$ cat src/hdl/sskc_pkg.sv
package sskc_pkg;

  // Fixed field widths
  localparam int unsigned SumW   = 24;
  localparam int unsigned ElemW  = 16;
  localparam int unsigned MatchW = 16;

  typedef logic [SumW-1:0]   sum_t;
  typedef logic [ElemW-1:0]  elem_t;
  typedef logic [MatchW-1:0] match_t;

  // Request token handed from cell to cell along the chain
  typedef struct packed {
    logic vld;    // token carries a request
    logic last;   // final element of the array, clears the store behind it
    logic act;    // element is inside the length limit: lookup and insert
    logic ovf;    // array ran past the length limit
    logic found;  // key already matched or claimed by an earlier cell
    sum_t want;   // prefix minus target, looked up
    sum_t key;    // new prefix, inserted or bumped
  } tok_t;

endpackage

$ cat src/hdl/sskc_cell.sv
module sskc_cell #(
  parameter int unsigned MAX_LEN = 256,
  localparam int unsigned AccW = $clog2(MAX_LEN + 2)
) (
  input  logic               clk_i,
  input  logic               rst_ni,
  input  logic               adv_i,
  input  sskc_pkg::tok_t     tok_i,
  input  logic [AccW-1:0]    acc_i,
  output sskc_pkg::tok_t     tok_o,
  output logic [AccW-1:0]    acc_o
);
  import sskc_pkg::*;

  localparam int unsigned CntW = $clog2(MAX_LEN + 1);

  // One store entry
  logic            valid_q;
  sum_t            key_q;
  logic [CntW-1:0] cnt_q;

  logic            vld_q;
  tok_t            tok_q;
  tok_t            tok_d;
  logic [AccW-1:0] acc_q;

  logic use_tok;
  logic hit_want;
  logic hit_key;
  logic claim;

  assign use_tok  = tok_i.vld && tok_i.act;
  assign hit_want = valid_q && (key_q == tok_i.want);
  assign hit_key  = valid_q && (key_q == tok_i.key);
  // entries fill in order, so the first free cell not yet matched takes the key
  assign claim    = use_tok && !valid_q && !tok_i.found;

  // Entry valid; the closing element clears it on its way past
  always_ff @(posedge clk_i or negedge rst_ni) begin
    if (!rst_ni) begin
      valid_q <= 1'b0;
    end else if (adv_i) begin
      if (tok_i.vld && tok_i.last) begin
        valid_q <= 1'b0;
      end else if (claim) begin
        valid_q <= 1'b1;
      end
    end
  end

  // Entry key and occurrence count
  always_ff @(posedge clk_i) begin
    if (adv_i) begin
      if (claim) begin
        key_q <= tok_i.key;
        cnt_q <= CntW'(1);
      end else if (use_tok && hit_key) begin
        cnt_q <= cnt_q + CntW'(1);
      end
    end
  end

  // Hand the request on; lookup uses the count from before this bump
  always_ff @(posedge clk_i or negedge rst_ni) begin
    if (!rst_ni) begin
      vld_q <= 1'b0;
    end else if (adv_i) begin
      vld_q <= tok_i.vld;
    end
  end

  always_comb begin
    tok_d       = tok_i;
    tok_d.found = tok_i.found || (use_tok && (hit_key || claim));
  end

  always_ff @(posedge clk_i) begin
    if (adv_i) begin
      tok_q <= tok_d;
      acc_q <= acc_i + ((use_tok && hit_want) ? AccW'(cnt_q) : '0);
    end
  end

  always_comb begin
    tok_o     = tok_q;
    tok_o.vld = vld_q;
  end
  assign acc_o = acc_q;

endmodule

$ cat config.mk
export PLATFORM = sky130hd
export DESIGN_NAME = sskc_cell
export DESIGN_NICKNAME = d
export VERILOG_FILES = /design/src/hdl/sskc_pkg.sv /design/src/hdl/sskc_cell.sv
export SDC_FILE = /design/constraint.sdc
export NUM_CORES = 1
export LEC_CHECK = 0
export BUFFER_PORTS_ARGS = -buffer_cell sky130_fd_sc_hd__buf_4
export CAP_MARGIN = 20
export CORE_ASPECT_RATIO = 1.75
export CORE_MARGIN = 4
export CORE_UTILIZATION = 55
export DETAILED_ROUTE_END_ITERATION = 10
export GPL_TIMING_DRIVEN = 0
export HOLD_SLACK_MARGIN = 0.03
export PLACE_DENSITY_LB_ADDON = 0.12
export SLEW_MARGIN = 15
export SYNTH_ARGS = -nofsm -noshare
export SYNTH_HDL_FRONTEND = slang
export SYNTH_SLANG_ARGS = --single-unit
$ cat constraint.sdc
create_clock -name clk_i -period 5.8 [get_ports clk_i]
set_clock_uncertainty 0.15 [all_clocks]
set_input_delay 0.29 -clock clk_i [delete_from_list [all_inputs] [get_ports clk_i]]
set_output_delay 0.29 -clock clk_i [all_outputs]
set_load 0.02 [all_outputs]
Word-level counts from Yosys, hierarchy flattened
Index checks and enable logic that the tools add are counted.
Cells by class
  $add $sub $neg: 2
  equality and inequality tests: 2
  muxes and demuxes: 4
  reduce and logical (&&, ||, !) cells: 18
Operators by type and width (number)
  24-bit == test: 2
  9-bit 2-to-1 mux: 2
  9-bit by 1-bit adder with 9-bit output, second input constant: 1
  9-bit adder: 1
  1-bit logical AND: 9
  2-bit AND reduction: 3
  2-bit nonzero test: 2
  1-bit logical NOT: 2
  1-bit logical OR: 2
  1-bit 2-to-1 mux: 2
Word-level totals
  register bits: 96
  bits of input ports: 65
  output and inout bits: 62
  logic and storage cells: 37

Logic depth before layout (Yosys ltp)
Gate-level depths: netlist (run 1).
  word-level depth: 6
  depth in mapped cells: 14
  depth with buffers taken out: 14

Worst setup path after synthesis (run 1)
Ideal clock, no wire load.
  kind: register -> register
  start point: reg key_q[18]
  end point: reg acc_q[7], in the netlist acc_o[7], data pin
  library setup time: 0.266 ns
  arrival: 2.512 ns
  data required time: 5.384 ns
  slack: 2.872 ns
  stages on the path, launching flop included: 12
  buffers on the path: 0
  period minus slack after synthesis: 2.928 ns
  path through: edfxtp_1 xor2_1 nor4_2 nand3_1 nor3_2 and2_1 ha_1 a21o_1 a21oi_1 o21ai_1 o41ai_1 xnor2_1
Between the ends
  longest elaborated chain between the ends: 5
Ends and longest elaborated chain
  from (decl): line sskc_cell.sv:19  | sum_t key_q;
  from (signal assigned): line sskc_cell.sv:55  | key_q <= tok_i.key;
  24-bit == test: line sskc_cell.sv:33  | assign hit_want = valid_q && (key_q == tok_i.want);
  1-bit logical AND: line sskc_cell.sv:33
  1-bit logical AND: line sskc_cell.sv:80  | acc_q <= acc_i + ((use_tok && hit_want) ? AccW'(cnt_q) : '0);
  9-bit 2-to-1 mux: line sskc_cell.sv:80
  9-bit adder: line sskc_cell.sv:80
  to (signal assigned): line sskc_cell.sv:80
  to (decl): line sskc_cell.sv:25  | logic [AccW-1:0] acc_q;
Every way passes these cells.
A chain may end at the register's enable or synchronous reset.

Worst setup path in the final report (run 1)
  start point: in tok_i[38] in the netlist's numbering
  end point: reg acc_q[7], in the netlist acc_o[7], data pin
Between the ends
  longest elaborated chain between the ends: 5
Ends and longest elaborated chain
  from (decl): line sskc_cell.sv:8  | input sskc_pkg::tok_t tok_i,
  24-bit == test: line sskc_cell.sv:33
  1-bit logical AND: line sskc_cell.sv:33
  1-bit logical AND: line sskc_cell.sv:80
  9-bit 2-to-1 mux: line sskc_cell.sv:80
  9-bit adder: line sskc_cell.sv:80
Every way passes these cells.

==> flow_summary.ini, run 1 <==
[clock_network]
clock_path_buffers = 2
cts_resized = 0
path_clk_slew_ns = 0.06
clock-sinks = 96
h-tree-depth = 3
clkLatencyLatePin_ns = 0.34
cts_root_buffer = clkbuf_16
cts_hold_buf = 53
cts_inserted_buffers = 9
postCtsSetupRepairBufs = 0
tritoncts = done

[setup_path]
max_stage_delay_ns = 0.55
critPathKind = input port to flop
r2r-end = acc_o[7]$_DFFE_PP_
cp_num_buf_inv = 2
critPathTopFamily = simple AND/OR/NAND/NOR gates
endpoint_kind = flop
crit_chain = dlygate4sd3_1 > buf_4 > xor2_1 > nor4_2 > nand3_1 > nor3_2 > and2_1 > ha_1 > a21o_1 > a21oi_1 > o21ai_1 > o41ai_1 > xnor2_1
slowest_stage = dlygate4sd3_1
start_kind = input port
reg2reg_depth = 11
worstReg2RegStart = key_q[14]$_DFFE_PP_
reg2reg_slack_ns = 2.34
worstPathRequired_ns = 5.73
cp_data_arrival_time_ns = 3.58
crit_path_max_fanout = 8

[synth]
ys_ff_latch = 96
synth.avg_cell_area_sq_um = 16.1
netlist_area_sq_um = 4030
synth_top_area_cell = edfxtp_1
synthCells = 250
synth_edf_count = 94
yosysSeqAreaShare_pct = 71.3
synth_top_flop_cell = edfxtp_1
yosysUniqueCellTypes = 31
syn_nets = 325
yosys.area.top_type_share_pct = 70.1
async_reset_ff_share_pct = 2.08
synth.area.top_cells = edfxtp_1 (70%), xnor2_1 (7.0%), xor2_1 (6.7%)
ys_warn_count = 0

[worst_hold_path]
hold_end = tok_o[48]$_DFFE_PP_
hold_start = tok_i[48]
hold_path_depth = 2
worstHoldPathType = input port to flop

[cells_and_area]
seq_area_sq_um = 2870
fin_util_pct = 82.1
fill_cells = 396
nNetsFinal = 515
final_common_cell = buf_4
multi_input_area_sq_um = 1140
diodes = 0
areaGrowthSynthToFinish_pct = 46.5
drive_gt1_share_pct = 33.1
layout_common_cells = buf_4 (127), edfxtp_1 (94), dlygate4sd3_1 (53)

[global_routing]
grt_pass1_wl_um = 14500
grt_overflow = 0
antenna_found_initial = 0
grt_use_total_pct = 22.1
grt_pass1_vias = 2941
grt_max_degree = 66

[place]
gp_congestion = 0.741
port_buffers = 126
dp_hpwl_um = 6100
place_ws_ns = 2.46

[power]
ir_drop_uv = 316
leakagePower_nw = 2.33
power_mw = 1.62
p_per_area_nw_per_um2 = 275

[drt]
drtIter0Drc = 129
route.detailed.drc = 0
ant_nets = 0
drt_pass1_iterations = 6
wl_per_cell_um = 17.4
vias = 2710
wl_um = 9210
via_per_inst = 5.11

[sta]
timing.final.hold_violations = 0
slew_violations = 0
rsz0062_at_grt = false
setup_tns_ns = 0
max_slew_margin_pct = 45.9
post-route-min-period_ns = 3.65
period_share_pct = 63.0
setup_viol = 0
worstMarginPinSlew_ns = 0.812
setup_slack_ns = 2.15
max_freq_mhz = 274

[status]
status = completed

[floorplanning]
die_h_um = 121
die_area_sq_um = 8810
start_util_pct = 56.1
die_w_um = 72.7
rows = 41
coreArea_sq_um = 7180
io_pins = 127

[flow_run]
maxCapViolCount = 0
## how the worst max path moves through the flow
stage                                   start                  to  slack (ns)  cells past startpoint
final                               tok_i[38]  acc_o[7]$_DFFE_PP_        2.15                     13
after global routing                tok_i[42]  acc_o[7]$_DFFE_PP_        1.84                     13
after CTS                           tok_i[38]  acc_o[7]$_DFFE_PP_        2.27                     13
after detailed placement   key_q[5]$_DFFE_PP_  acc_o[7]$_DFFE_PP_        2.46                     11
after global placement     key_q[5]$_DFFE_PP_  acc_o[7]$_DFFE_PP_        2.47                     11
after floorplan           key_q[18]$_DFFE_PP_  acc_o[7]$_DFFE_PP_        2.87                     11
## through the flow
| step | hold slack [ns] | std cells | area [sq um] |
|---|---|---|---|
| 6_report | 0.0811 | 530 | 5900 |
| 5_1_grt | 0.0763 | 530 | 5900 |
| 4_1_cts | 0.0775 | 530 | 5900 |
| 3_5_place_dp | -0.0760 | 462 | 5080 |
| 3_3_place_gp | -0.0776 | 462 | 5080 |
| 2_1_floorplan | -0.156 | 250 | 4030 |
## power breakdown
part,switching [mW],internal (mW),total (mW)
clock,0.243,0.329,0.572
combinational,0.113,0.113,0.226
sequential,0.0148,0.808,0.823
total,0.370,1.25,1.62
## cell usage after synthesis, drive strengths merged (3+ instances only)
cell type   n
edfxtp     94
xnor2      32
xor2       31
nor2       14
and2       10
nand3      10
ha          9
nor3        8
nor4        6
a21oi       4
nand2       4
nand4       4
and3        3
## logic make-up after synthesis
logic type | synth area share, %
DFF | 71.3
and+or+nand+nor | 9.26
xor gates and xnor gates | 13.7
AOI/OAI and AO/OA | 1.65
adders and majority gates | 3.29
buffers and inverters | 0.466
muxes | 0.280
## state kept, by name, indices dropped and copies added (netlist names)
name / cells
valid_q: 1
tok_o: 52
key_q: 24
cnt_q: 9
acc_o: 9
vld_q: 1
## final cells by class
type                            count  area share [%]
Buffer                              2           0.191
Clock buffer                        9            3.82
Clock inverter                      6            1.04
Inverter                            2           0.127
Multi-Input combinational cell    150            19.3
Sequential cell                    96            48.7
Tap cell                           86            1.82
Timing Repair Buffer              179            25.0
## layer usage
layer / track usage [%] / wire, um / part of all wire (%) / vias to the layer above
met2: 41.0 / 5260 / 57 / 100
met5: 0 / 0 / 0 / -
met4: 7.39 / 152 / 1.7 / 0
met1: 23.4 / 3190 / 35 / 1300
met3: 6.22 / 608 / 6.6 / 13
li1: - / - / - / 1297
No activity file was read; power rests on OpenSTA's default activity.
==> inputs of run 2 (changes only) <==
CORE_UTILIZATION = 51   (was 55)
clock period = 3.41 ns   (was 5.8 ns; I/O delays follow)
==> flow_summary.ini, run 2 (synthesized netlist as in run 1, its figures left out) <==
[global_routing]
antenna_found_initial = 0
grt_use_total_pct = 21.0
grt_pass1_wl_um = 14700
grt_pass1_vias = 3030
grt_overflow = 0
grt_max_degree = 66

[drt]
wl_um = 9540
ant_nets = 0
drtIter0Drc = 154
vias = 2746
via_per_inst = 5.09
wl_per_cell_um = 17.7
drt_pass1_iterations = 4
route.detailed.drc = 0

[cells_and_area]
fin_util_pct = 78.6
fill_cells = 441
areaGrowthSynthToFinish_pct = 48.8
largest_reg_flops = 52
diodes = 0
nNetsFinal = 521
layout_common_cells = buf_4 (129), edfxtp_1 (94), dlygate4sd3_1 (56)
final_common_cell = buf_4
drive_gt1_share_pct = 33.7

[sta]
max_freq_mhz = 313
period_share_pct = 93.7
slew_violations = 0
timing.final.hold_violations = 0
post-route-min-period_ns = 3.20
max_slew_margin_pct = 45.8
setup_viol = 0
holdWs_ns = 0.0456
worstMarginPinSlew_ns = 0.813
setup_slack_ns = 0.214
rsz0062_at_grt = false

[setup_path]
endpoint_kind = flop
worstPathRequired_ns = 3.35
slowest_stage = dlygate4sd3_1
max_stage_delay_ns = 0.53
start_kind = input port
crit_chain = dlygate4sd3_1 > buf_4 > xor2_1 > nor4_2 > nand3_2 > nor3_4 > and2_1 > ha_1 > a21o_1 > a21oi_1 > o21ai_1 > o41ai_2 > xnor2_1
critPathKind = input port to flop
cp_data_arrival_time_ns = 3.13
crit_path_max_fanout = 4

[clock_network]
clkLatencyLatePin_ns = 0.34
cts_root_buffer = clkbuf_16
cts_inserted_buffers = 9
clock_path_buffers = 2
path_clk_slew_ns = 0.06
h-tree-depth = 3
clock-sinks = 96
tritoncts = done

[status]
status = completed

[floorplanning]
die_area_sq_um = 9440
rows = 42
die_w_um = 75.2
die_h_um = 126
coreArea_sq_um = 7620
start_util_pct = 52.8
io_pins = 127

[place]
port_buffers = 126
place_ws_ns = -0.00694
dp_hpwl_um = 6410
gp_congestion = 0.750

[power]
ir_drop_uv = 291
p_per_area_nw_per_um2 = 460
power_mw = 2.76
leakagePower_nw = 2.38

[worst_hold_path]
worstHoldPathType = input port to flop

[flow_run]
maxCapViolCount = 0
run 2: metal layers:
metal / track usage (%) / part of all wire [%] / up-vias
met5: 0 / 0 / -
met3: 2.81 / 5.0 / 19
met4: 9.47 / 2.5 / 0
met2: 39.1 / 57 / 87
li1: - / - / 1313
met1: 22.2 / 35 / 1327
run 2: power by group:
group          internal [mW]  total [mW]  switching, mW
registers               1.37        1.40         0.0255
logic                  0.197       0.390          0.194
clock network          0.560       0.967          0.407
total                   2.13        2.76          0.626
run 2: layout make-up:
type,instances,area (sq um),share of cell area [%]
Timing Repair Buffer,185,1550,25.9
Clock inverter,7,62.6,1.04
Buffer,2,11.3,0.188
Multi-Input combinational cell,150,1150,19.3
Inverter,2,7.51,0.125
Sequential cell,96,2870,47.9
Clock buffer,9,225,3.76
Tap cell,88,110,1.84
run 2: worst paths after layout:
path | startpoint | to | slack [ns] | cells after the start
max in group asynchronous | rst_ni | vld_q$_DFFE_PN0P_ | 2.43 | 3
min in group asynchronous | rst_ni | valid_q$_DFFE_PN0P_ | 0.56 | 3
worst min register to register | vld_q$_DFFE_PN0P_ | vld_q$_DFFE_PN0P_ | 0.37 | 1
worst max register to register | key_q[5]$_DFFE_PP_ | acc_o[7]$_DFFE_PP_ | 0.28 | 11
worst min-delay path | acc_i[1] | acc_o[1]$_DFFE_PP_ | 0.05 | 2
worst max-delay path | tok_i[28] | acc_o[7]$_DFFE_PP_ | 0.21 | 13
run 2: worst max-delay path, delay by kind of cell:
kind | cells | cell delay [ns]
AOI/OAI and AO/OA | 4 | 0.82
xor gates and xnor gates | 2 | 0.26
adders and majority gates | 1 | 0.24
buffers and inverters | 2 | 0.67
and+or+nand+nor | 4 | 0.98
run 2: metrics by stage:
stage / std cells / setup TNS (ns) / instance area [sq um]
2_1_floorplan: 250 / 0 / 4030
3_3_place_gp: 464 / 0 / 5080
3_5_place_dp: 464 / -0.00694 / 5080
4_1_cts: 536 / 0 / 5940
5_1_grt: 539 / 0 / 5990
6_report: 539 / 0 / 5990
run 2: what timing repair did:
item,CTS,global route
pin swaps,0,2
endpoints found under the hold margin,81,0
hold buffers,56,0
resized for setup,1,3
cloned,0,0
buffers inserted,0,2
endpoints found under the setup margin,1,2
