File: config.mk
export PLATFORM = sky130hd
export DESIGN_NAME = sskc_tail
export DESIGN_NICKNAME = d
export VERILOG_FILES = /design/src/hdl/sskc_pkg.sv /design/src/hdl/sskc_tail.sv
export SDC_FILE = /design/constraint.sdc
export NUM_CORES = 1
export LEC_CHECK = 0
export BUFFER_PORTS_ARGS = -buffer_cell sky130_fd_sc_hd__buf_2
export CORE_MARGIN = 2
export CORE_UTILIZATION = 45
export CTS_CLUSTER_DIAMETER = 200
export DETAILED_ROUTE_END_ITERATION = 10
export PLACE_DENSITY = 0.84
export SYNTH_ARGS = -nofsm -noshare
export SYNTH_HDL_FRONTEND = slang
export SYNTH_SLANG_ARGS = --single-unit
File: constraint.sdc
create_clock -name clk_i -period 3.2 [get_ports clk_i]
set_clock_uncertainty 0.05 [all_clocks]
set_input_delay 0.16 -clock clk_i [delete_from_list [all_inputs] [get_ports clk_i]]
set_output_delay 0.16 -clock clk_i [all_outputs]
set_load 0.05 [all_outputs]
File: src/hdl/sskc_pkg.sv
package sskc_pkg;

  // Fixed field widths
  localparam int unsigned SumW   = 24;
  localparam int unsigned ElemW  = 16;
  localparam int unsigned MatchW = 16;

  typedef logic [SumW-1:0]   sum_t;
  typedef logic [ElemW-1:0]  elem_t;
  typedef logic [MatchW-1:0] match_t;

  // Request token handed from cell to cell along the chain
  typedef struct packed {
    logic vld;    // token carries a request
    logic last;   // final element of the array, clears the store behind it
    logic act;    // element is inside the length limit: lookup and insert
    logic ovf;    // array ran past the length limit
    logic found;  // key already matched or claimed by an earlier cell
    sum_t want;   // prefix minus target, looked up
    sum_t key;    // new prefix, inserted or bumped
  } tok_t;

endpackage

File: src/hdl/sskc_tail.sv
module sskc_tail #(
  parameter int unsigned MAX_LEN = 256,
  localparam int unsigned AccW = $clog2(MAX_LEN + 2)
) (
  input  logic               clk_i,
  input  logic               rst_ni,
  input  logic               adv_i,
  input  logic               out_ready_i,
  input  sskc_pkg::tok_t     tok_i,
  input  logic [AccW-1:0]    acc_i,
  output logic               valid_o,
  output sskc_pkg::match_t   count_o,
  output logic               ovf_o
);
  import sskc_pkg::*;

  match_t            run_q;
  logic              valid_q;
  match_t            count_q;
  logic              ovf_q;
  logic [MatchW:0]   sum;
  match_t            sat;

  // Saturating add of this element's matches
  assign sum = {1'b0, run_q} + (MatchW + 1)'(acc_i);
  assign sat = sum[MatchW] ? '1 : sum[MatchW-1:0];

  always_ff @(posedge clk_i or negedge rst_ni) begin
    if (!rst_ni) begin
      run_q <= '0;
    end else if (adv_i && tok_i.vld) begin
      run_q <= tok_i.last ? '0 : sat;
    end
  end

  // Result register; set by a closing element, cleared once taken
  always_ff @(posedge clk_i or negedge rst_ni) begin
    if (!rst_ni) begin
      valid_q <= 1'b0;
    end else if (adv_i && tok_i.vld && tok_i.last) begin
      valid_q <= 1'b1;
    end else if (out_ready_i) begin
      valid_q <= 1'b0;
    end
  end

  always_ff @(posedge clk_i) begin
    if (adv_i && tok_i.vld && tok_i.last) begin
      count_q <= sat;
      ovf_q   <= tok_i.ovf;
    end
  end

  assign valid_o = valid_q;
  assign count_o = count_q;
  assign ovf_o   = ovf_q;

endmodule

---- Yosys cells after proc, flatten, opt, wreduce, memory -nomap -nowiden ----
Cells that the tools add are included.
operators by class
  reduce and logical (&&, ||, !) cells .... 3
  $add $sub $neg .......................... 1
  multiplexer cells ....................... 4
operator list
  operator           number
  $mux 16            2
  $add 16x9->17      1
  $logic_and 1x1->1  2
  $mux 1             2
  $reduce_bool 2->1  1
word-level totals
  output and inout port bits .............. 18
  register bits ........................... 34
  logic and storage cells ................. 12
  input bits .............................. 66

---- Logic depth before layout (Yosys ltp) ----
Gate-level depths: netlist of run 1.
  word-level depth ........................ 3
  mapped depth ............................ 8

---- Worst setup path after synthesis of run 1 ----
OpenSTA, ideal clock, no wires.
  kind .................................... register to register
  from .................................... register run_q[0]
  to ...................................... register run_q[8]
  arrival time ............................ 2.337 ns
  library setup time ...................... 0.121 ns
  slack ................................... 0.692 ns
  required time ........................... 3.029 ns
  stages on the path, launching flop included .. 8
  cell sequence ........................... dfrtp_1 -> ha_1 -> fa_1 -> a211oi_1 -> or4b_4 -> a211oi_4 -> or4_1 -> a22o_1
on the way
  cells in the longest elaborated chain, start to end .. 3
RTL lines
  what                    line             source
  start, declared         sskc_tail.sv:17  match_t run_q;
  start signal, assigned  sskc_tail.sv:32  run_q <= tok_i.last ? '0 : sat;
  $add 16x9->17           sskc_tail.sv:25  assign sum = {1'b0, run_q} + (MatchW + 1)'(acc_i);
  $mux 16                 sskc_tail.sv:26  assign sat = sum[MatchW] ? '1 : sum[MatchW-1:0];
  net sat[8]              sskc_tail.sv:22  match_t sat;
  $mux 16                 sskc_tail.sv:32
The timed path passes the listed nets, and every way through them passes these cells.
A chain may end at the register's enable or synchronous reset.

---- Final worst setup path of run 1 ----
Same ends and word-level chain as after synthesis.

==> results of run 1 <==
[cell families after synthesis]
kind of cell,count (synthesis),share of synthesized area
DFF,34,0.477
AOI/OAI and AO/OA,66,0.253
buffers and inverters,12,0.0280
and+or+nand+nor,52,0.141
muxes,2,0.0108
adders and majority gates,10,0.0676
xor gates and xnor gates,5,0.0223
[worst reg2reg max path, stage by stage, from the launching register on]
cell	delay, ns
dfrtp_1	0.38
ha_1	0.23
fa_1	0.41
a211oi_1	0.43
o21bai_1	0.20
and4_1	0.25
or4_1	0.53
a22o_1	0.23
[how the worst max path moves through the flow]
stage / from / end / slack, ns
floorplan: run_q[0] / run_q[8] / 0.69
global placement: run_q[0] / run_q[8] / 0.49
detailed placement: run_q[0] / run_q[8] / 0.45
CTS: run_q[0] / run_q[8] / 0.41
global route: run_q[0] / run_q[8] / 0.27
finish: run_q[0] / run_q[8] / 0.39
[placed cells by master (no fill, tap or decap), types with 4 or more instances in the layout]
cell type	synthesis	final
nand3_1	6	6
ha_1	9	9
a22o_1	8	8
a21o_1	4	4
nor3_1	5	5
xnor2_1	4	4
clkbuf_8	0	5
inv_1	6	6
nand2_1	16	16
a211oi_1	8	8
dfrtp_1	17	17
edfxtp_1	17	17
o21ai_0	8	8
nor2_1	8	8
buf_2	2	33
a21oi_1	15	15
[metrics by stage]
step                total power, µW  hold slack [ns]  worst slack, ns
floorplan                       972           -0.186            0.692
global placement               1060           0.0705            0.489
detailed placement             1080           0.0704            0.448
CTS                            1380          0.00942            0.408
global route                   1460           0.0194            0.271
finish                         1380         0.000563            0.391
[state kept, by name, indices dropped and copies added (netlist names)]
| name | flops |
|---|---|
| valid_o | 1 |
| ovf_o | 1 |
| run_q | 16 |
| count_o | 16 |
[final cells by class]
class	count	area, µm²
Fill cell	395	2000
Multi-Input combinational cell	135	972
Sequential cell	34	936
Timing Repair Buffer	35	185
Clock buffer	8	80.1
Tap cell	52	65.1
Inverter	6	22.5
[synthesized netlist by cell type (all sizes together) (4+ instances only)]
cell type | number | area (µm²)
a21oi | 16 | 83.8
a22o | 8 | 70.1
nor3 | 5 | 25.0
edfxtp | 17 | 510
o21ai | 8 | 40.0
nor2 | 8 | 30.0
dfrtp | 17 | 425
a21o | 5 | 38.8
inv | 6 | 22.5
a211oi | 9 | 80.1
ha | 9 | 113
nand2 | 16 | 60.1
xnor2 | 4 | 35.0
nand3 | 6 | 30.0
[routing by layer]
metal | share of wire | track usage
met1 | 0.45 | 0.242
met2 | 0.49 | 0.295
met3 | 0.052 | 0.0476
met4 | 0.016 | 0.0620
met5 | 0 | 0
[where the power goes]
group	switching [µW]	internal [µW]	total, µW
Combinational	317	199	517
Clock	145	154	300
Sequential	31.9	533	564
Total	495	886	1380
==> flow_summary.yaml, run 1 <==
clock_tree:
  cts.path.max_buffers: 2
  cts_hold_buffers: 2
  cts_tree: "yes"
  clk_latency_ns: 0.29
  clk_pin_slew_ns: 0.06
  htreeDepth: 2
  root_buffer: "clkbuf_8"
  cts_setup_buffers: 0
  ctsResizeCount: 0
  clock-sinks: 34
  cts_buffers: 5
synth:
  synth_cells: 181
  async_flop_share: 0.500
  avgSynthCellArea_um2: 10.8
  syn_nets: 257
  synth_edf_count: 17
  ys_warn_count: 0
  synth_top_flop_cell: "edfxtp_1"
  synth_cell_types: 48
  ys_seq_area_frac: 0.477
  netlist_area_um2: 1960
  ys_ff_latch: 34
critical_path:
  reg2reg_to: "run_q[8]"
  cpPeakStageDelay_ns: 0.53
  path_cells: "ha_1 > fa_1 > a211oi_1 > o21bai_1 > and4_1 > or4_1 > a22o_1"
  slowest_stage: "or4_1"
  critPathKind: "flop to flop"
  rr_worst_depth: 7
  end_kind: "flop"
  r2r-start: "run_q[0]"
  critPathTopFamily: "compound AO/OA/AOI/OAI gates"
  cp_num_buf_inv: 0
  crit_fanout: 3
  required_ns: 3.33
  path_depth: 7
  critPathArrivalTime_ns: 2.94
  r2r_setup_slack_ns: 0.39
  startpoint_type: "flop"
layout:
  synthToLayoutAreaGrowth_pct: 15.2
  fin_cells: 270
  num_antenna_cells: 0
  stdcell_area_um2: 2260
  drive_gt1_frac: 0.216
  fin_nets: 293
  utilization: 0.530
floorplan:
  die_area_um2: 4910
  initial_core_util: 0.460
  fp.coreArea_um2: 4260
  num_rows: 24
  die_y_um: 70.1
  die-width_um: 70.1
  io_pins: 84
placed_design:
  dp_hpwl_um: 3060
  io_buffers: 33
  dpl_cell_area_um2: 2160
  finalWeightedCongestion: 0.893
  dp.cells: 260
drt:
  detail-route-antenna-nets: 0
  wl_per_cell_um: 15.8
  first_pass_iters: 4
  drc: 0
  via_per_inst: 5.91
  routed-via-count: 1596
  drtIter0Drc: 128
  drt-total-wl_um: 4260
timing:
  fin_setup_tns_ns: 0
  max_slew_margin: 0.470
  setup-violations-final: 0
  fmaxAchievable_mhz: 356
  period_minus_slack_ns: 2.81
  rsz0062_at_grt: "no"
  worstMarginPinSlew_ns: 0.794
  finalHoldViolCount: 0
  slew_violations: 0
  period_share: 0.878
hold_path:
  hold_path_end: "valid_o"
  min_path_type: "input pin to flop"
  hold_depth: 2
  hold_start: "out_ready_i"
power_and_ir_drop:
  power.density_nw_per_um2: 611
  peakVddDrop_uv: 243
  p_leak_uw: 0.000938
grt:
  grt_pass1_vias: 1500
  grt_max_degree: 21
  grt_use_total: 0.184
  antenna_found_initial: 0
  overflow: 0
  grt_pass1_wl_um: 7130
flow_run:
  maxCapViolCount: 0
outcome:
  status: "complete, no violations"
No activity file was read; power rests on OpenSTA's default activity.
==> run 2, diff against run 1 <==
--- a/config.mk
+++ b/config.mk
@@ -10,6 +10,7 @@
 export CORE_UTILIZATION = 45
 export CTS_CLUSTER_DIAMETER = 200
 export DETAILED_ROUTE_END_ITERATION = 10
+export HOLD_SLACK_MARGIN = 0.03
 export PLACE_DENSITY = 0.84
 export SYNTH_ARGS = -nofsm -noshare
 export SYNTH_HDL_FRONTEND = slang
==> run 2 against run 1 <==
Compared with the run above: design area increased by 0.44%; clock-buffer cell count did not move; combinational power hardly changed.
==> flow_summary.yaml, run 2 (synthesis results as in run 1) <==
floorplan:
  die_area_um2: 4910
  die_y_um: 70.1
  num_rows: 24
  fp.coreArea_um2: 4260
  io_pins: 84
  die-width_um: 70.1
  initial_core_util: 0.460
drt:
  wl_per_cell_um: 15.7
  wl_met2_um: 2080
  first_pass_iters: 5
  via_per_inst: 5.92
  drt-total-wl_um: 4260
  top_layer_used: "met4"
  m1WireLength_um: 1840
  detail-route-antenna-nets: 0
  routed-via-count: 1604
  wl_met3_um: 289
  drc: 0
  drtIter0Drc: 143
grt:
  grt_use_total: 0.184
  grt_max_degree: 21
  overflow: 0
  grt_pass1_wl_um: 7140
  grt_pass1_vias: 1506
  antenna_found_initial: 0
critical_path:
  endpoint: "run_q[8]"
  reg2reg_to: "run_q[8]"
  rr_worst_depth: 7
  r2r-start: "run_q[0]"
  r2r_setup_slack_ns: 0.41
  critPathKind: "flop to flop"
  slowest_stage: "or4_1"
  required_ns: 3.33
  path_cells: "ha_1 > fa_1 > a211oi_1 > or4b_4 > a211oi_4 > or4_1 > a22o_1"
  end_kind: "flop"
  crit_fanout: 8
  critPathArrivalTime_ns: 2.92
  cpPeakStageDelay_ns: 0.60
  startpoint: "run_q[0]"
  startpoint_type: "flop"
layout:
  num_antenna_cells: 0
  synthToLayoutAreaGrowth_pct: 15.7
  mostFrequentLayoutCells: "buf_2 (33), edfxtp_1 (17), dfrtp_1 (17)"
  fin_nets: 294
  layout_commonest_cell: "buf_2"
  drive_gt1_frac: 0.215
timing:
  slew_violations: 0
  holdWs_ns: 0.148
  fmaxAchievable_mhz: 358
  period_minus_slack_ns: 2.79
  finalHoldViolCount: 0
  max_slew_margin: 0.453
  setup-violations-final: 0
  worstMarginPinSlew_ns: 0.820
  period_share: 0.872
  fin_setup_tns_ns: 0
  rsz0062_at_grt: "no"
clock_tree:
  cts.path.max_buffers: 2
  cts_tree: "yes"
  clk_pin_slew_ns: 0.06
  clk_latency_ns: 0.28
  root_buffer: "clkbuf_8"
  cts_buffers: 5
  htreeDepth: 2
  clock-sinks: 34
  ctsResizeCount: 0
power_and_ir_drop:
  peakVddDrop_uv: 243
  p_leak_uw: 0.000942
  p_total_uw: 1380
  power.density_nw_per_um2: 607
placed_design:
  dp_hpwl_um: 3060
  finalWeightedCongestion: 0.893
  io_buffers: 33
hold_path:
  min_path_type: "input pin to flop"
flow_run:
  maxCapViolCount: 0
outcome:
  status: "complete, no violations"
-- run 2: cell count changes in the layout (fill, tap and decap cells not counted), sizes merged --
cell and delta:
dlygate4sd3 +1
-- run 2: cell type report --
type / count / area, µm²
fillers: 394 / 1990
multi-input cells: 135 / 972
flip-flops and latches: 34 / 936
repair buffers: 36 / 195
clock buffers: 8 / 80.1
well taps: 52 / 65.1
inverters: 6 / 22.5
-- run 2: what timing repair did --
| item | in CTS | in global routing |
|---|---|---|
| buffers inserted | 0 | 0 |
| hold buffers | 3 | 0 |
| endpoints found under the hold margin | 19 | 0 |
-- run 2: worst min path at each step --
| stage | start | endpoint | cells after the start |
|---|---|---|---|
| 6_report | tok_i[51] | run_q[12] | 3 |
| 5_1_grt | tok_i[51] | run_q[12] | 3 |
| 4_1_cts | tok_i[51] | run_q[12] | 3 |
| 3_5_place_dp | rst_ni | run_q[9] | 1 |
| 3_3_place_gp | rst_ni | run_q[9] | 1 |
| 2_1_floorplan | rst_ni | run_q[0] | 0 |
-- run 2: per-layer routing --
| layer | vias up | track usage |
|---|---|---|
| li1 | 770 | - |
| met2 | 54 | 0.296 |
| met4 | 0 | 0.0620 |
| met3 | 7 | 0.0476 |
| met1 | 773 | 0.242 |
| met5 | - | 0 |
-- run 2: worst max-delay path: cells and delay by family (launching register included) --
family | cells | cell delay [ns]
flops | 1 | 0.38
fa+ha+maj | 2 | 0.63
compound gates | 3 | 0.75
simple gates | 2 | 0.86
-- run 2: power by group --
group / total, µW / internal (µW) / switching [µW]
clock: 299 / 154 / 145
combinational: 516 / 200 / 316
sequential: 564 / 533 / 31.9
total: 1380 / 887 / 493
-- run 2: through the flow --
stage | instance area (µm²) | util | worst slack, ns | cells
3_5_place_dp | 2160 | 0.507 | 0.448 | 260
2_1_floorplan | 1960 | - | 0.692 | 181
3_3_place_gp | 2160 | 0.507 | 0.489 | 260
6_report | 2270 | 0.533 | 0.408 | 271
4_1_cts | 2270 | 0.533 | 0.408 | 271
5_1_grt | 2270 | 0.533 | 0.271 | 271
==> run 3, diff against run 2 <==
==> constraint.sdc (replaced) <==
create_clock -name clk_i -period 3 [get_ports clk_i]
set_clock_uncertainty 0.05 [all_clocks]
set_input_delay 0.15 -clock clk_i [delete_from_list [all_inputs] [get_ports clk_i]]
set_output_delay 0.15 -clock clk_i [all_outputs]
set_load 0.05 [all_outputs]
==> run 3 against run 2 <==
Compared with the run above: flip-flop and latch count stayed put; clock-buffer cell count is 1 lower; first-iteration DRC count shrank 35%; setup slack got worse by 0.19 ns; total power increased by 7.1%; global-route usage shrank 0.30 points; critical path type unchanged.
==> flow_summary.yaml, run 3 (synthesis results as in run 1) <==
outcome:
  status: "complete, no violations"
timing:
  finalHoldViolCount: 0
  setup-violations-final: 0
  max_slew_margin: 0.474
  rsz0062_at_grt: "no"
  fin_setup_tns_ns: 0
  slew_violations: 0
  fmaxAchievable_mhz: 359
  period_minus_slack_ns: 2.79
  worstMarginPinSlew_ns: 0.789
  period_share: 0.929
placed_design:
  io_buffers: 33
  finalWeightedCongestion: 0.888
  dp_hpwl_um: 2910
clock_tree:
  cts.path.max_buffers: 2
  clk_pin_slew_ns: 0.06
  cts_buffers: 5
  clock-sinks: 34
  cts_tree: "yes"
  root_buffer: "clkbuf_8"
  clk_latency_ns: 0.29
  htreeDepth: 2
drt:
  drt-total-wl_um: 4050
  detail-route-antenna-nets: 0
  first_pass_iters: 4
  drc: 0
  routed-via-count: 1576
  drtIter0Drc: 93
  wl_per_cell_um: 14.9
  via_per_inst: 5.82
grt:
  grt_max_degree: 21
  antenna_found_initial: 0
  grt_pass1_vias: 1525
  overflow: 0
  grt_pass1_wl_um: 6970
  grt_use_total: 0.181
layout:
  fin_nets: 295
  drive_gt1_frac: 0.224
  num_antenna_cells: 0
  layout_commonest_cell: "buf_2"
  nFillCells: 385
  mostFrequentLayoutCells: "buf_2 (33), edfxtp_1 (17), dfrtp_1 (17)"
  synthToLayoutAreaGrowth_pct: 16.4
critical_path:
  end_kind: "flop"
  path_cells: "ha_1 > fa_1 > a211oi_1 > o21bai_1 > and4_1 > or4_1 > a22o_1"
  crit_fanout: 3
  required_ns: 3.13
  startpoint_type: "flop"
  critPathArrivalTime_ns: 2.91
  critPathKind: "flop to flop"
  slowest_stage: "or4_1"
  cp_num_buf_inv: 0
  path_depth: 7
  critPathTopFamily: "compound AO/OA/AOI/OAI gates"
  rr_worst_depth: 7
  cpPeakStageDelay_ns: 0.51
power_and_ir_drop:
  p_switching_uw: 514
  clockPowerShare: 0.227
  p_leak_uw: 0.000953
  power.density_nw_per_um2: 647
  internal-power_uw: 963
  seq_power_share: 0.408
  p_total_uw: 1480
  combPwrFrac: 0.366
  sw_frac_of_total: 0.348
  peakVddDrop_uv: 237
hold_path:
  min_path_type: "input pin to flop"
  hold_depth: 3
flow_run:
  maxCapViolCount: 0
floorplan:
  die_y_um: 70.1
  fp.coreArea_um2: 4260
  num_rows: 24
  initial_core_util: 0.460
  io_pins: 84
  die_area_um2: 4910
  die-width_um: 70.1
-- run 3: cell types whose count changed in the layout (fill, tap and decap cells not counted), sizes merged --
cell,before,now
buf,33,34
clkbuf,8,7
-- run 3: worst paths after layout --
path	start	to	slack, ns
worst max register to register	run_q[0]	run_q[8]	0.21
worst min register to register	run_q[6]	run_q[6]	0.46
worst max-delay path	run_q[0]	run_q[8]	0.21
worst min-delay path	tok_i[51]	run_q[12]	0.12
min in group asynchronous	rst_ni	run_q[9]	0.28
max in group asynchronous	rst_ni	run_q[3]	2.32
-- run 3: tightest hold or removal path, stage by stage --
cell,delay [ns]
buf_2,0.11
a31o_2,0.10
a21oi_1,0.06
-- run 3: cell type report --
| class | instances | area [µm²] | area share |
|---|---|---|---|
| Tap cell | 52 | 65.1 | 0.0285 |
| Timing Repair Buffer | 37 | 203 | 0.0887 |
| Clock buffer | 7 | 86.3 | 0.0378 |
| Multi-Input combinational cell | 135 | 972 | 0.426 |
| Inverter | 6 | 22.5 | 0.00986 |
| Sequential cell | 34 | 936 | 0.410 |
-- run 3: layer usage --
layer  vias up  wire, µm  track usage
met5         -         0            0
met4         0        64       0.0620
met3         8       190       0.0491
met2        43      1840        0.276
met1       751      1950        0.250
li1        774         -            -
-- run 3: metrics by stage --
step            util  instances  instance area (µm²)  hold slack, ns  setup slack [ns]
3_3_place_gp   0.509        261                 2170          0.0595             0.323
5_1_grt        0.536        271                 2280           0.127            0.0942
3_5_place_dp   0.509        261                 2170          0.0602             0.294
4_1_cts        0.536        271                 2280           0.116             0.225
6_report       0.536        271                 2280           0.121             0.214
2_1_floorplan      -        181                 1960          -0.196             0.492
-- run 3: power groups by stage --
stage                     registers (µW)  clock network [µW]  logic [µW]
after global placement               608                   0         519
after global routing                 610                 368         598
final                                602                 335         540
after detailed placement             609                   0         532
after floorplan                      662                   0         375
after CTS                            601                 345         540
-- run 3: timing repair --
action	in CTS	in global routing
endpoints found under the hold margin	19	0
hold buffers	3	0
buffers inserted	0	0
gates resized for setup	0	0
