--- src/hdl/sskc_pkg.sv ---
package sskc_pkg;

  // Fixed field widths
  localparam int unsigned SumW   = 24;
  localparam int unsigned ElemW  = 16;
  localparam int unsigned MatchW = 16;

  typedef logic [SumW-1:0]   sum_t;
  typedef logic [ElemW-1:0]  elem_t;
  typedef logic [MatchW-1:0] match_t;

  // Request token handed from cell to cell along the chain
  typedef struct packed {
    logic vld;    // token carries a request
    logic last;   // final element of the array, clears the store behind it
    logic act;    // element is inside the length limit: lookup and insert
    logic ovf;    // array ran past the length limit
    logic found;  // key already matched or claimed by an earlier cell
    sum_t want;   // prefix minus target, looked up
    sum_t key;    // new prefix, inserted or bumped
  } tok_t;

endpackage

--- src/hdl/sskc_head.sv ---
module sskc_head #(
  parameter int unsigned MAX_LEN = 256,
  localparam int unsigned AccW = $clog2(MAX_LEN + 2)
) (
  input  logic               clk_i,
  input  logic               rst_ni,
  input  logic               adv_i,
  input  logic               in_valid_i,
  input  sskc_pkg::elem_t    elem_i,
  input  logic               last_i,
  input  logic               cfg_we_i,
  input  sskc_pkg::sum_t     cfg_wdata_i,
  output sskc_pkg::tok_t     tok_o,
  output logic [AccW-1:0]    acc_o
);
  import sskc_pkg::*;

  localparam int unsigned EltW = $clog2(MAX_LEN + 1);

  sum_t            target_q;
  sum_t            prefix_q;
  logic [EltW-1:0] elems_q;
  logic            ovf_q;
  logic            vld_q;
  tok_t            tok_q;
  logic [AccW-1:0] acc_q;

  logic accept;
  logic room;
  sum_t sum_nxt;
  sum_t want_nxt;

  assign accept   = in_valid_i && adv_i;
  assign room     = elems_q < EltW'(MAX_LEN);
  assign sum_nxt  = prefix_q + {{(SumW - ElemW){elem_i[ElemW-1]}}, elem_i};
  assign want_nxt = sum_nxt - target_q;

  // Target register
  always_ff @(posedge clk_i or negedge rst_ni) begin
    if (!rst_ni) begin
      target_q <= '0;
    end else if (cfg_we_i) begin
      target_q <= cfg_wdata_i;
    end
  end

  // Running prefix, element count and length overflow for the current array
  always_ff @(posedge clk_i or negedge rst_ni) begin
    if (!rst_ni) begin
      prefix_q <= '0;
      elems_q  <= '0;
      ovf_q    <= 1'b0;
    end else if (accept) begin
      if (last_i) begin
        prefix_q <= '0;
        elems_q  <= '0;
        ovf_q    <= 1'b0;
      end else if (room) begin
        prefix_q <= sum_nxt;
        elems_q  <= elems_q + EltW'(1);
      end else begin
        ovf_q <= 1'b1;
      end
    end
  end

  // Token launch; ignored elements enter only when they close the array
  always_ff @(posedge clk_i or negedge rst_ni) begin
    if (!rst_ni) begin
      vld_q <= 1'b0;
    end else if (adv_i) begin
      vld_q <= accept && (room || last_i);
    end
  end

  always_ff @(posedge clk_i) begin
    if (accept) begin
      tok_q.vld   <= room || last_i;
      tok_q.last  <= last_i;
      tok_q.act   <= room;
      tok_q.ovf   <= ovf_q || !room;
      tok_q.found <= 1'b0;
      tok_q.want  <= want_nxt;
      tok_q.key   <= sum_nxt;
      // the empty prefix counts as one stored zero
      acc_q       <= AccW'(room && (want_nxt == '0));
    end
  end

  always_comb begin
    tok_o     = tok_q;
    tok_o.vld = vld_q;
  end
  assign acc_o = acc_q;

endmodule

--- config.mk ---
export PLATFORM = sky130hd
export DESIGN_NAME = sskc_head
export DESIGN_NICKNAME = d
export VERILOG_FILES = /design/src/hdl/sskc_pkg.sv /design/src/hdl/sskc_head.sv
export SDC_FILE = /design/constraint.sdc
export NUM_CORES = 1
export LEC_CHECK = 0
export BUFFER_PORTS_ARGS = -buffer_cell sky130_fd_sc_hd__buf_2
export CAP_MARGIN = 25
export CELL_PAD_IN_SITES_DETAIL_PLACEMENT = 1
export CELL_PAD_IN_SITES_GLOBAL_PLACEMENT = 1
export CORE_MARGIN = 8
export CORE_UTILIZATION = 44
export DETAILED_ROUTE_END_ITERATION = 10
export PLACE_DENSITY = 0.87
export SLEW_MARGIN = 20
export SYNTH_ARGS = -nofsm -noshare
export SYNTH_HDL_FRONTEND = slang
export SYNTH_SLANG_ARGS = --single-unit
--- constraint.sdc ---
create_clock -name clk_i -period 5.65 [get_ports clk_i]
set_input_delay 1.13 -clock clk_i [delete_from_list [all_inputs] [get_ports clk_i]]
set_output_delay 1.13 -clock clk_i [all_outputs]
set_load 0.005 [all_outputs]
[Yosys cells after proc, flatten, opt, wreduce, memory -nomap -nowiden]
Cells that the tools add are included.
Widths: inputs -> output; s select.
Cells by class
  $add $sub $neg: 3
  $lt $le $gt $ge: 1
  eq/ne operators: 1
  muxes and demuxes: 6
  reduce and logical (&&, ||, !) cells: 10
Operators with widths (number)
  $mux 24: 2
  $add 24x24->24: 1
  $logic_not 24->1: 1
  $sub 24x24->24: 1
  $mux 9: 2
  $add 9x1->9 const B: 1
  $lt 9x9->1 const B: 1
  $reduce_and 2->1: 2
  $logic_and 1x1->1: 3
  $logic_or 1x1->1: 2
  $mux 1: 2
  $ne 2x2->1 const B: 1
  $reduce_bool 2->1: 1
  $logic_not 1->1: 1
Word-level totals
  register bits: 111
  bits of input ports: 46
  output and inout port bits: 62
  word-level logic and storage cells: 32

[Logic depth before layout (Yosys ltp)]
Gate-level depths: netlist of the first run.
  word-level depth: 4
  mapped depth: 22

[Worst setup path after synthesis of the first run]
No wires, ideal clock.
  path kind: input to register
  start: in elem_i[1]
  end: reg acc_q[0], in the netlist acc_o[0], data pin
  library setup time: 170 ps
  data arrival time: 4918 ps
  data required time: 5480 ps
  slack: 563 ps
  stages: 21
  path through: ha_1 a211oi_1 o21bai_1 o311a_1 o21ai_0 nand2b_1 a21oi_1 o21bai_1 a21oi_1 xnor2_1 ha_1 a21oi_1 o21ai_0 nand2b_1 a31oi_1 a21oi_2 a311oi_1 xnor2_1 nand4b_1 or4_1 nor4_2
On the way
  longest elaborated chain between the ends: 4
Ends and longest elaborated chain
  from (decl): line sskc_head.sv:9  | input sskc_pkg::elem_t elem_i,
  $add 24x24->24: line sskc_head.sv:35  | assign sum_nxt = prefix_q + {{(SumW - ElemW){elem_i[ElemW-1]}}, elem_i};
  named net sum_nxt[11]: line sskc_head.sv:30  | sum_t sum_nxt;
  $sub 24x24->24: line sskc_head.sv:36  | assign want_nxt = sum_nxt - target_q;
  named net want_nxt[19]: line sskc_head.sv:31  | sum_t want_nxt;
  $logic_not 24->1: line sskc_head.sv:86  | acc_q <= AccW'(room && (want_nxt == '0));
  $logic_and 1x1->1: line sskc_head.sv:86
  to (signal assigned): line sskc_head.sv:86
  to (decl): line sskc_head.sv:26  | logic [AccW-1:0] acc_q;
The timed path passes the listed nets, and every way through them passes these cells.
A chain may end at the register's enable or synchronous reset.

[Worst setup path in the final report of the first run]
Same ends and word-level chain as after synthesis.

==> qor.txt, run 1 <==
=================================================================================
Library cell occupying the most area in the post-synthesis netlist       edfxtp_1
CTS tree                                                                     done
Critical Setup Path Class                                            input port to register
CTS HTree Levels                                                                3
Kind of capture point of the worst setup path                            register
Worst-Skew Late Latency                                                   0.36 ns
Type of the tightest min-delay check                                 register to register
Setup Skew                                                             0.00749 ns
Reg clk slew, reported paths                                              0.07 ns
Leading cell types by total area after synthesis                     edfxtp_1 (26%), dfrtp_1 (24%), ha_1 (9.6%)
Pre-Repair DR Iteration Count                                                   4
Flops & latches, synth                                                        111
Achievable clock frequency                                                187 MHz
Detailed placement HPWL                                                  12600 µm
Post-synth top flop                                                       dfrtp_1
IO Port Bufs                                                                   98
Area of the die                                                        0.0179 mm²
Final critical path time including I/O delays and setup                   5.35 ns
Global-route wire length before repair                                   27900 µm
Total setup violations reported at the end of the flow                          0
Post-synthesis sequential area ratio                                        49.8%
Combined area of all synthesized cells                                0.00610 mm²
Mapped Avg Cell Area                                                     10.8 µm²
CTS root buffer                                                         clkbuf_16
Postcts setup bufs                                                              0
Final net count                                                               763
Top Ports                                                                     108
Number of vias in the routed layout                                          4809
Core region area                                                       0.0137 mm²
Global route total overflow                                                     0
Die Height                                                                 134 µm
Average detailed-routed wire length per instance                          20.1 µm
Final sum of negative setup slack                                            0 ns
Synth warnings                                                                  0
Non-Filler Cell Area, Final                                           0.00713 mm²
Maximum clock path buffer count                                                 2
Synth unique cells                                                             57
Synthesized instance count                                                    562
Number of core rows                                                            43
Kind of launch point of the worst setup path                           input port
Number of DRC violations after detailed-routing iteration 0                   298
Slew @ Worst Pin                                                         0.838 ns
Finished Core Util                                                          52.0%
Leakage Power                                                             3.20 nW
Async SR Flop Fraction                                                      53.2%
Gp weighted congestion                                                      0.886
GRT Util Overall                                                            19.6%
Initial core utilization                                                    44.4%
Synth top area share                                                        25.6%
Cts-stage hold buffer count                                                     0
Count of non-filler cells in the finished layout                              853
Sink count of the clock tree                                                  111
Worst IR Drop VDD                                                        0.247 mV
Placed cell count                                                             837
Post-route DRC violation count                                                  0
Post_cts resized                                                                0
Die W                                                                      134 µm
Required @ worst endpoint                                                 5.84 ns
Total length of routed wires                                             17200 µm
Max-cap violations                                                              0
Number of flops mapped to enable cells by yosys                                52
Vias in the first global route                                               5356
Number of antenna violations at the first check in global routing               0
Critical-path maximum fanout                                                    8
Via count normalized by instance count                                       5.64
Outcome                                                                 completed
Number of pins with negative max-slew slack in the final report                 0
Power density relative to cell area                                    692 mW/mm²
Largest net degree at the start of global routing                              60
Arrival time worst endpoint                                               5.54 ns
Number of hold violations in the final report                                   0
Antenna Cells                                                                   0
Final antenna-violating net count                                               0
Fraction of final layout cells sized beyond drive strength 1                21.4%
Relative slew slack                                                         44.1%
Clock buffers created by TritonCTS                                              9
Share of the cycle needed by the critical path after routing                94.7%
Placed standard-cell area                                             0.00682 mm²
Layout overhead on the synthesized area                                     16.9%
=================================================================================
[where the power goes]
part	internal [mW]	total, mW	switching, mW	leakage [nW]
Clock	0.343	0.638	0.295	0.140
Sequential	1.26	1.36	0.101	1.23
Combinational	1.20	2.94	1.74	1.84
Total	2.80	4.94	2.14	3.20
[worst max-delay path, cell delays in order]
cell and delay, ns:
buf_2 0.11, ha_1 0.31, a211oi_2 0.21, o21bai_1 0.12, o311a_1 0.37, a21oi_1 0.24, o21ai_1 0.16, nor2_1 0.18
a21oi_1 0.10, xor2_1 0.24, ha_1 0.38, a21oi_1 0.25, o221ai_1 0.18, a21o_1 0.20, a21oi_1 0.14, o31ai_1 0.11
xor2_1 0.18, nor3_1 0.21, nand4b_1 0.11, or4_1 0.45, nor4_2 0.15
[cells by family (layout without fill, tap and decap cells)]
| logic type | after synthesis | after routing | share of synthesized area [%] |
|---|---|---|---|
| AOI/OAI and AO/OA | 170 | 170 | 18.2 |
| xor gates and xnor gates | 46 | 46 | 6.61 |
| DFF | 111 | 111 | 49.8 |
| buffers and inverters | 61 | 164 | 4.37 |
| adders and majority gates | 49 | 49 | 10.3 |
| other | 1 | 9 | 0.0615 |
| and+or+nand+nor | 120 | 120 | 9.89 |
| muxes | 4 | 4 | 0.718 |
[registers in the layout (all words and copies together), names as in the netlist]
register,count
vld_q,1
ovf_q,1
acc_o,1
target_q,24
elems_q,9
prefix_q,24
tok_o,51
[per-stage QoR]
| step | setup slack (ns) | hold WS (ns) | total power, mW |
|---|---|---|---|
| floorplan | 0.563 | 0.477 | 3.33 |
| global route | -0.0210 | 0.542 | 5.25 |
| CTS | 0.158 | 0.521 | 4.91 |
| global placement | 0.126 | 0.493 | 4.04 |
| detailed placement | -0.198 | 0.496 | 4.23 |
| finish | 0.298 | 0.518 | 4.94 |
[cell usage in the layout (no fill, tap or decap), types with 10 or more instances in the layout]
| master | n |
|---|---|
| xor2_1 | 13 |
| nand2b_1 | 16 |
| nand2_1 | 41 |
| nand3_1 | 10 |
| inv_1 | 37 |
| dfrtp_1 | 59 |
| a22o_1 | 25 |
| a21oi_1 | 44 |
| buf_4 | 12 |
| nor2_1 | 16 |
| a21o_1 | 12 |
| edfxtp_1 | 52 |
| o21ai_0 | 42 |
| ha_1 | 47 |
| xnor2_1 | 33 |
| buf_2 | 98 |
[cells in the mapped netlist, types with 2 or more instances]
library cell and count:
dfrtp_1 59, edfxtp_1 52, ha_1 47, a21oi_1 45, o21ai_0 44, nand2_1 41
inv_1 38, xnor2_1 33, a22o_1 25, nand2b_1 16, nor2_1 16, clkbuf_1 13
xor2_1 13, a21o_1 12, buf_4 10, nand3_1 10, nor3_1 10, o21a_1 6
o21bai_1 6, a211oi_1 5, and3_1 4, nand4_1 4, or3_1 4, or4_1 4
a31oi_1 3, mux2_2 3, a211o_1 2, fa_1 2, nor4_1 2, o211ai_1 2
o21ai_1 2, o221ai_1 2, o31ai_1 2, or2_2 2
[path summary, 6_finish.rpt]
kind,startpoint,endpoint,slack [ns],depth (start not counted)
worst max-delay path,elem_i[1],acc_o[0]$_DFFE_PP_,0.30,21
worst min-delay path,prefix_q[22]$_DFFE_PN0P_,prefix_q[22]$_DFFE_PN0P_,0.52,1
worst max register to register,prefix_q[1]$_DFFE_PN0P_,acc_o[0]$_DFFE_PP_,0.77,20
worst min register to register,prefix_q[22]$_DFFE_PN0P_,prefix_q[22]$_DFFE_PN0P_,0.52,1
max in group asynchronous,rst_ni,target_q[21]$_DFFE_PN0P_,4.15,2
min in group asynchronous,rst_ni,prefix_q[6]$_DFFE_PN0P_,0.96,2
[metal layers]
metal / track usage, % / vias to the layer above / routed length [µm]
met4: 8.48 / 0 / 432
li1: - / 2240 / -
met3: 3.46 / 31 / 756
met5: 0 / - / 0
met1: 23.0 / 2429 / 7240
met2: 34.3 / 109 / 8750
[area by class of cell]
class | count | area, µm²
timing repair buffer | 110 | 581
inverter | 38 | 143
clock buffer | 10 | 229
sequential | 111 | 3040
tap | 180 | 225
fill | 1535 | 6590
multi-input combinational | 398 | 2850
clock inverter | 6 | 60.1
(Power assumes the default switching activity.)
==> run 2, diff against run 1 <==
--- a/config.mk
+++ b/config.mk
@@ -10,9 +10,10 @@
 export CELL_PAD_IN_SITES_DETAIL_PLACEMENT = 1
 export CELL_PAD_IN_SITES_GLOBAL_PLACEMENT = 1
 export CORE_MARGIN = 8
-export CORE_UTILIZATION = 44
+export CORE_UTILIZATION = 41
+export CTS_BUF_LIST = sky130_fd_sc_hd__clkbuf_8
 export DETAILED_ROUTE_END_ITERATION = 10
-export PLACE_DENSITY = 0.87
+export PLACE_DENSITY = 0.85
 export SLEW_MARGIN = 20
 export SYNTH_ARGS = -nofsm -noshare
 export SYNTH_HDL_FRONTEND = slang
==> constraint.sdc (replaced) <==
create_clock -name clk_i -period 4.5 [get_ports clk_i]
set_input_delay 0.9 -clock clk_i [delete_from_list [all_inputs] [get_ports clk_i]]
set_output_delay 0.9 -clock clk_i [all_outputs]
set_load 0.005 [all_outputs]
==> run 2 against run 1 <==
The flow now finishes with violations (negative setup slack). Final cell count grew 14%. Routed wire length up 23%. Cell area up 15%. Critical path depth is 1 higher. Highest routed layer unchanged. Largest cell class is now multi-input combinational cells. Critical path type unchanged. Register-to-register slack worse by 1.1 ns. Sequential power up 26%. Clock power is 1% lower.
==> qor.txt, run 2 (synthesis results as in run 1) <==
================================================================================
Outcome                                                             finished, violations left
Violated checks                                                     negative setup slack
Final critical path time including I/O delays and setup                  4.99 ns
Number of vias in the routed layout                                         5391
Global route total overflow                                                    0
Power share of the sequential group                                        20.4%
Layout overhead on the synthesized area                                    34.3%
Maximum clock path buffer count                                                2
Most frequent cells in the layout                                   buf_4 (129), buf_2 (97), dfrtp_1 (59)
Cell with the biggest individual delay on the critical path                 fa_1
PnR worst setup slack                                                  -0.494 ns
Required @ worst endpoint                                                4.74 ns
Number of pins with negative max-slew slack in the final report                0
CTS root buffer                                                         clkbuf_8
Achievable clock frequency                                               200 MHz
Share of the cycle needed by the critical path after routing                111%
Number of hold violations in the final report                                  0
CTS HTree Levels                                                               3
Gp weighted congestion                                                     0.875
Kind of launch point of the worst setup path                          input port
Final net count                                                              881
Kind of cell adding the most delay to the critical path             compound AO/OA/AOI/OAI gates
Setup Skew                                                             0.0213 ns
Via count normalized by instance count                                      5.53
Worst path max stage delay                                               0.40 ns
Number of core rows                                                           44
Die Height                                                                138 µm
Share of total power consumed by net switching                             42.2%
Power density relative to cell area                                  1030 mW/mm²
Final antenna-violating net count                                              0
Average detailed-routed wire length per instance                         21.7 µm
Critical-path maximum fanout                                                   5
Top Ports                                                                    108
Initial core utilization                                                   41.9%
Number of DRC violations after detailed-routing iteration 0                  281
Final sum of negative setup slack                                       -1.02 ns
Number of antenna violations at the first check in global routing              0
Reg clk slew, reported paths                                             0.10 ns
Area of the die                                                       0.0190 mm²
Critical Setup Path Class                                           input port to register
Max reg flops                                                                 51
Vias in the first global route                                              6083
Commonest non-fill, non-tap cell in the layout                             buf_4
Sink count of the clock tree                                                 111
GRT Util Overall                                                           22.2%
Core region area                                                      0.0145 mm²
Clock buffers created by TritonCTS                                             9
Worst IR Drop VDD                                                       0.345 mV
Combinational power share                                                  72.1%
Post-route DRC violation count                                                 0
Max-cap violations                                                             0
Die W                                                                     138 µm
Antenna Cells                                                                  0
Internal power of the cells                                              4.86 mW
Arrival time worst endpoint                                              5.24 ns
Worst Setup Slack post-DPL                                             -0.788 ns
Power spent charging and discharging nets                                3.55 mW
IO Port Bufs                                                                  98
Slew @ Worst Pin                                                        0.861 ns
Detailed placement HPWL                                                 14900 µm
Cts-stage hold buffer count                                                    0
Leakage Power                                                            3.81 nW
Worst-Skew Late Latency                                                  0.42 ns
Buf/Inv on CP                                                                  2
Total setup violations reported at the end of the flow                         3
Fraction of final layout cells sized beyond drive strength 1               37.0%
RSZ-0062 raised after global routing                                        true
Total length of routed wires                                            21200 µm
Relative slew slack                                                        42.6%
Global-route wire length before repair                                  32300 µm
CP most frequent cell                                                    a21oi_1
Clock share of power                                                        7.5%
Pre-Repair DR Iteration Count                                                  4
Type of the tightest min-delay check                                register to register
CTS tree                                                                    done
Critical path, cell by cell                                         buf_2, ha_2, inv_1, fa_1, nand2b_4, a21oi_1, a211o_1, a31oi_2, o21a_1, a21oi_2, a21oi_1, xnor2_1, ha_1, a21oi_1, nor2b_1, o21ai_0, nand2b_1, a21oi_1, o221ai_1, a211oi_4, xor2_2, nor4_4
Kind of capture point of the worst setup path                           register
Largest net degree at the start of global routing                             53
================================================================================
-- run 2: power groups by stage --
stage	logic, mW	clock network, mW	registers (mW)
3_5_place_dp	5.28	0	1.74
3_3_place_gp	4.89	0	1.71
4_1_cts	5.53	0.638	1.72
5_1_grt	6.45	0.682	1.75
6_report	6.06	0.629	1.72
2_1_floorplan	2.54	0	1.72
-- run 2: routing by layer --
metal	routed length (µm)	up-vias	track usage (%)
li1	-	2477	-
met1	8080	2679	24.7
met2	11100	176	39.3
met3	1180	59	4.49
met4	871	0	11.6
met5	0	-	0
-- run 2: final timing paths --
check / start / to / slack, ns / depth (start not counted)
max: elem_i[0] / acc_o[0]$_DFFE_PP_ / -0.49 / 22
min: prefix_q[21]$_DFFE_PN0P_ / prefix_q[21]$_DFFE_PN0P_ / 0.52 / 1
min reg2reg: prefix_q[21]$_DFFE_PN0P_ / prefix_q[21]$_DFFE_PN0P_ / 0.52 / 1
min in group asynchronous: rst_ni / target_q[4]$_DFFE_PN0P_ / 0.53 / 1
max reg2reg: prefix_q[0]$_DFFE_PN0P_ / acc_o[0]$_DFFE_PP_ / -0.30 / 21
max in group asynchronous: rst_ni / prefix_q[20]$_DFFE_PN0P_ / 3.02 / 2
-- run 2: final cells by class --
type                    instances  area, µm²
fillers                      1649       6350
multi-input cells             398       3100
flip-flops and latches        111       3040
repair buffers                228       1480
well taps                     184        230
inverters                      38        143
clock buffers                  10        138
clock inverters                 6       60.1
-- run 2: worst register-to-register path: cells and delay by family (launching register included) --
kind            cells  cell delay (ns)
compound gates     11             2.24
fa+ha+maj           3             0.95
simple gates        4             0.66
xor+xnor            2             0.38
flops               1             0.37
buf+inv             1             0.06
-- run 2: metrics by stage --
stage / util, % / std cells / hold slack, ns / instance area (µm²) / total power [mW]
2_1_floorplan: - / 570 / 0.477 / 6190 / 4.26
3_3_place_gp: 53.0 / 950 / 0.494 / 7700 / 6.60
3_5_place_dp: 53.0 / 950 / 0.501 / 7700 / 7.02
4_1_cts: 55.2 / 972 / 0.521 / 8020 / 7.88
5_1_grt: 56.3 / 975 / 0.543 / 8190 / 8.88
6_report: 56.3 / 975 / 0.523 / 8190 / 8.41
-- run 2: repair_timing --
item,in CTS,in global routing
buffers inserted,6,4
endpoints found under the setup margin,3,5
pin swaps,10,23
gates cloned,0,0
gates resized for setup,15,22
